$ cat config.mk
export PLATFORM = sky130hd
export DESIGN_NAME = prl_front
export DESIGN_NICKNAME = d
export VERILOG_FILES = /design/src/design/prl_pkg.sv /design/src/design/prl_front.sv
export SDC_FILE = /design/constraint.sdc
export NUM_CORES = 1
export LEC_CHECK = 0
export BUFFER_PORTS_ARGS = -buffer_cell sky130_fd_sc_hd__buf_2
export CAP_MARGIN = 20
export CORE_MARGIN = 4
export CORE_UTILIZATION = 50
export DETAILED_ROUTE_END_ITERATION = 10
export PLACE_DENSITY = 0.82
export SYNTH_ARGS = -nofsm -noshare
export SYNTH_HDL_FRONTEND = slang
export SYNTH_SLANG_ARGS = --single-unit
$ cat constraint.sdc
create_clock -name clk -period 5.92 [get_ports clk]
set_input_delay 0.296 -clock clk [delete_from_list [all_inputs] [get_ports clk]]
set_output_delay 0.296 -clock clk [all_outputs]
set_load 0.02 [all_outputs]
$ cat src/design/prl_pkg.sv
package prl_pkg;

  // Table geometry and field widths.
  localparam int TableDepth = 1024;
  localparam int SlotW      = $clog2(TableDepth);
  localparam int AddrW      = 48;
  localparam int CountW     = SlotW + 1;
  localparam int CfgIdxW    = 2;

  // Configuration register indexes.
  localparam logic [CfgIdxW-1:0] CFG_IMAGE_SIZE  = 2'd0;
  localparam logic [CfgIdxW-1:0] CFG_ENTRY_COUNT = 2'd1;

  // Item kinds.
  localparam logic KIND_LOAD   = 1'b0;
  localparam logic KIND_LOOKUP = 1'b1;

  // One queued item as handed from the front to the back.
  typedef struct packed {
    logic             kind;
    logic [SlotW-1:0] slot;
    logic [AddrW-1:0] start;
    logic [AddrW-1:0] source;
    logic             patch_sel;
    logic [AddrW-1:0] offset;
  } item_t;

  // Lookup engine states.
  typedef enum logic [2:0] {
    ST_IDLE,
    ST_ADDR,
    ST_CMP,
    ST_SRC,
    ST_FIN
  } state_t;

endpackage

$ cat src/design/prl_front.sv
module prl_front (
  input  logic                  clk,
  input  logic                  rst,
  input  logic                  in_valid,
  output logic                  in_stall,
  input  prl_pkg::item_t        in_item,
  output logic                  q_valid,
  output prl_pkg::item_t        q_item,
  input  logic                  q_pop
);
  import prl_pkg::*;

  item_t      slots [2];
  logic       wptr;
  logic       rptr;
  logic [1:0] count;
  logic       push;

  // Two-word queue decoupling the input from the lookup engine.
  assign in_stall = (count == 2'd2);
  assign push     = in_valid && !in_stall;
  assign q_valid  = (count != 2'd0);
  assign q_item   = slots[rptr];

  always_ff @(posedge clk) begin
    if (push) begin
      slots[wptr] <= in_item;
    end
  end

  // Pointer and fill count.
  always_ff @(posedge clk) begin
    if (rst) begin
      wptr  <= 1'b0;
      rptr  <= 1'b0;
      count <= 2'd0;
    end else begin
      if (push) begin
        wptr <= ~wptr;
      end
      if (q_pop) begin
        rptr <= ~rptr;
      end
      count <= count + {1'b0, push} - {1'b0, q_pop};
    end
  end

  assert property (@(posedge clk) disable iff (rst) count <= 2'd2)
    else $error("queue fill count overflowed");
  assert property (@(posedge clk) disable iff (rst) q_pop |-> count != 2'd0)
    else $error("pop from an empty queue");
  assert property (@(posedge clk) disable iff (rst)
    (count == 2'd2 && !q_pop) |=> count == 2'd2)
    else $error("full queue lost a word");

endmodule

After elaboration in Yosys (flattened, before gate mapping)
Memories as Yosys holds them, arrays and structs flattened. A register that Yosys moved wholly into a read port is not among the register bits.
Cells that the tools add are included.
- register bits: 4
- RAM bits: 312
- bits of input ports: 160
- memories kept: 1
- word-level logic and storage cells: 16
- output and inout port bits: 158
- reductions and logical operators: 3
- equal/unequal tests: 1
- $add $sub $neg: 2
- multiplexer cells: 4
- bitwise operators: 2
- memory list (memory ; words ; width ; rd ports ; clocked after memory_dff ; write ports ; RTL line ; text):
    slots ; 2 ; 156 ; 1 ; 1 ; 1 ; prl_front.sv:13 ; item_t slots [2];
- operators by type and width (kind ; number):
    1-bit 2-to-1 mux ; 4
    2-bit by 1-bit adder with 2-bit output ; 1
    2-bit equality test, second input constant ; 1
    1-bit NOT ; 2
    2-bit nonzero test ; 1
    2-bit by 1-bit subtractor with 2-bit output ; 1
    1-bit logical AND ; 1
    1-bit zero test ; 1

Depth between registers and ports, before layout
- word-level depth: 5
- gate-level depth with buffers: 8
- mapped depth without buffers: 8

Least setup slack after synthesis
Ideal clock, no wire load.
- kind: register to register
- start point: register count[0]
- end point: memory slots[1][0] (netlist name), enable pin
- clock period less this slack: 4.598 ns
- data arrival time: 4.063 ns
- path buffers: 0
- library setup time: 0.535 ns
- slack: 1.322 ns
- cell stages (with the launch flop): 3
- required time: 5.385 ns
- path through: dfxtp_1 -> nand2b_2 -> and3_1
- longest elaborated chain between the ends: 5
- RTL lines (element ; RTL line ; text):
    start, declared ; prl_front.sv:16 ; logic [1:0] count;
    start signal, assigned ; prl_front.sv:44 ; count <= count + {1'b0, push} - {1'b0, q_pop};
    2-bit equality test ; prl_front.sv:20 ; assign in_stall = (count == 2'd2);
    1-bit zero test ; prl_front.sv:21 ; assign push = in_valid && !in_stall;
    1-bit logical AND ; prl_front.sv:21 ;
    1-bit 2-to-1 mux ; prl_front.sv:26 ; if (push) begin
    1-bit 2-to-1 mux (implied by the code) ; prl_front.sv:27 ; slots[wptr] <= in_item;
    end, declared ; prl_front.sv:13 ;
Every way passes these cells.

==> results.tsv <==
stage	metric	value	unit
sta	setup_tns	0	ns
logic_synthesis	synth_cell_types	18	
logic_synthesis	synth_top_area_cell	edfxtp_1	
power_and_ir_drop	ir_worst_vdd	0.296	mV
cells_and_area	syn2layout_area_growth	38.5	%
sta	setup_ws	2.92	ns
setup_path	crit_chain	buf_4 -> mux2_2 -> buf_2	
job	maxCapViolCount	0	
placement	dpl-instance-area	13300	um^2
setup_path	cp.required	5.62	ns
clock_network	cts_setup_buffers	0	
clock_network	cts_tree	yes	
sta	skew	0.0163	ns
worst_hold_path	hold_path_class	in2reg	
logic_synthesis	synth.avg_cell_area	22.6	um^2
logic_synthesis	ys_warn_count	0	
global_route	grt_pass1_vias	7440	
cells_and_area	final_design_area_no_fill	16000	um^2
logic_synthesis	ys_top_cells_by_area	edfxtp_1, mux2_2, buf_6, dfxtp_1, ha_1	
sta	worst_pin_slew	1.05	ns
setup_path	crit_path_start_kind	flip-flop	
logic_synthesis	synth_ff_type	edfxtp_1	
logic_synthesis	seq_area_frac_synth	82.1	%
logic_synthesis	netlist_area	11500	um^2
sta	finalCriticalPeriod	3.00	ns
floorplanning	io_pins	318	
setup_path	worst-path-buf-inv	2	
power_and_ir_drop	power	6020	uW
clock_network	path_clk_slew	0.06	ns
setup_path	cpPeakStageDelay	0.84	ns
setup_path	setup.worst_path.end_class	output pin	
floorplanning	core	22600	um^2
logic_synthesis	syn-num-nets	672	
setup_path	crit_family	buffers and inverters	
detailed_routing	drtIter0Drc	422	
clock_network	clock_latency	0.49	ns
global_route	grt_max_degree	104	
logic_synthesis	ys_ff_latch	317	
status	status	completed	
sta	slew_viol_final	0	
cells_and_area	final_nets	1168	
sta	final-setup-viol-count	0	
detailed_routing	postRouteAntennaNets	0	
logic_synthesis	synthCells	510	
global_route	grt_pass1_wl	41000	um
global_route	overflow	0	
sta	max_freq	0.334	GHz
cells_and_area	drive_gt1_share	51.3	%
detailed_routing	routed_wl	26300	um
placement	place_hpwl	14700	um
placement	pre_cts_ws	3.06	ns
setup_path	critPathKind	reg2out	
clock_network	htree_levels	2	
power_and_ir_drop	power.density	377	nW/um^2
sta	rsz0062_at_grt	no	
detailed_routing	first_pass_iters	4	
logic_synthesis	async_flop_share	0	%
detailed_routing	drc	0	
clock_network	numCtsBuffers	34	
power_and_ir_drop	leakage	0.00605	uW
sta	hold_viol_final	0	
clock_network	cts_root_buf	clkbuf_16	
detailed_routing	vias_per_cell	5.07	
global_route	antenna_found_initial	3	
clock_network	hold_buffers	155	
placement	routabilityCongestion	0.728	
setup_path	cpMaxStageDelayCell	dfxtp_4	
detailed_routing	vias	6677	
setup_path	crit_fanout	55	
sta	period_share	50.6	%
floorplanning	dieArea	25600	um^2
global_route	track_usage	20.2	%
floorplanning	fp.dieH	160	um
clock_network	cts_buffer_depth	3	
floorplanning	start_util	51.0	%
floorplanning	die_width	160	um
sta	slew_headroom	30.3	%
setup_path	crit_arrival	2.70	ns
cells_and_area	fillers	1343	
clock_network	cts.sinks	317	
logic_synthesis	synth-edff-count	312	
floorplanning	num_rows	55	
logic_synthesis	netlist.area_leader.share	81.2	%
sta	hold_ws	0.0226	ns
placement	portBuffers	317	
clock_network	cts_resized	0	
detailed_routing	routedWlPerCell	19.9	um
==> cell usage in the layout, fill, tap and decap left out <==
master         count
dfxtp_1            4
inv_6              1
buf_4              5
nand2_1            1
clkbuf_16         37
buf_2            317
xnor2_1            2
ha_1               2
clkbuf_1          10
dfxtp_4            1
inv_1              3
clkinv_1           5
edfxtp_1         312
clkinv_4           1
or3_1              1
bufinv_16          1
clkinvlp_4         2
diode_2            2
and3_4             1
dlygate4sd3_1    155
clkbuf_8           2
a21oi_1            1
o21ai_0            1
xor2_1             1
clkinv_2           3
nor2_1             3
mux2_2           156
or2_2              1
nand2b_2           1
nor2b_1            1
==> cell type report <==
cell class	count	area (um^2)	share of cell area, %
Timing Repair Buffer	477	3180	19.9
Sequential cell	317	9470	59.3
Tap cell	285	357	2.23
Antenna cell	2	5.00	0.0313
Inverter	4	20.0	0.125
Clock inverter	12	87.6	0.548
Clock buffer	49	991	6.20
Multi-Input combinational cell	172	1870	11.7
==> synth_stat cells, drive strengths merged (2+ instances only) <==
master	n
edfxtp	312
inv	4
dfxtp	5
ha	2
buf	17
xnor2	2
nor2	3
mux2	156
==> per-layer routing <==
metal,up-vias,GRT usage (%),routed length [um]
li1,3031,-,-
met1,3285,24.0,9910
met2,286,35.4,13500
met3,73,5.45,1890
met4,2,8.02,994
met5,-,0,13
==> report_power, final <==
group	internal, uW	switching [uW]
sequential	2820	85.0
clock	1210	811
combinational	428	668
==> cell families (layout without fill, tap and decap cells) <==
logic type / Yosys count / after routing / share of synthesized area, %
muxes: 156 / 156 / 15.2
and+or+nand+nor: 9 / 9 / 0.423
adders and majority gates: 2 / 2 / 0.217
buffers and inverters: 21 / 542 / 1.74
DFF: 317 / 317 / 82.1
AOI/OAI and AO/OA: 2 / 2 / 0.0867
xor gates and xnor gates: 3 / 3 / 0.228
other: 0 / 2 / 0
==> flip-flops by register name, indices dropped and copies added (netlist names), named ones only <==
| register | flops |
|---|---|
| wptr | 1 |
| count | 2 |
| rptr | 1 |
| slots | 312 |
==> metrics by stage <==
step	cells	util [%]
6_report	1318	70.6
2_1_floorplan	510	-
5_1_grt	1318	70.6
3_5_place_dp	1100	58.9
3_3_place_gp	1100	58.9
4_1_cts	1316	70.6
==> final timing paths <==
check                           slack, ns  depth (start not counted)         from           end
worst min register to register       0.56                          2         rptr     flip-flop
worst max register to register       2.98                          5     count[0]  slots[0][66]
worst min-delay path                 0.02                          1  in_item[47]  slots[1][47]
worst max-delay path                 2.92                          3    flip-flop    q_item[74]
(Power assumes the default switching activity.)
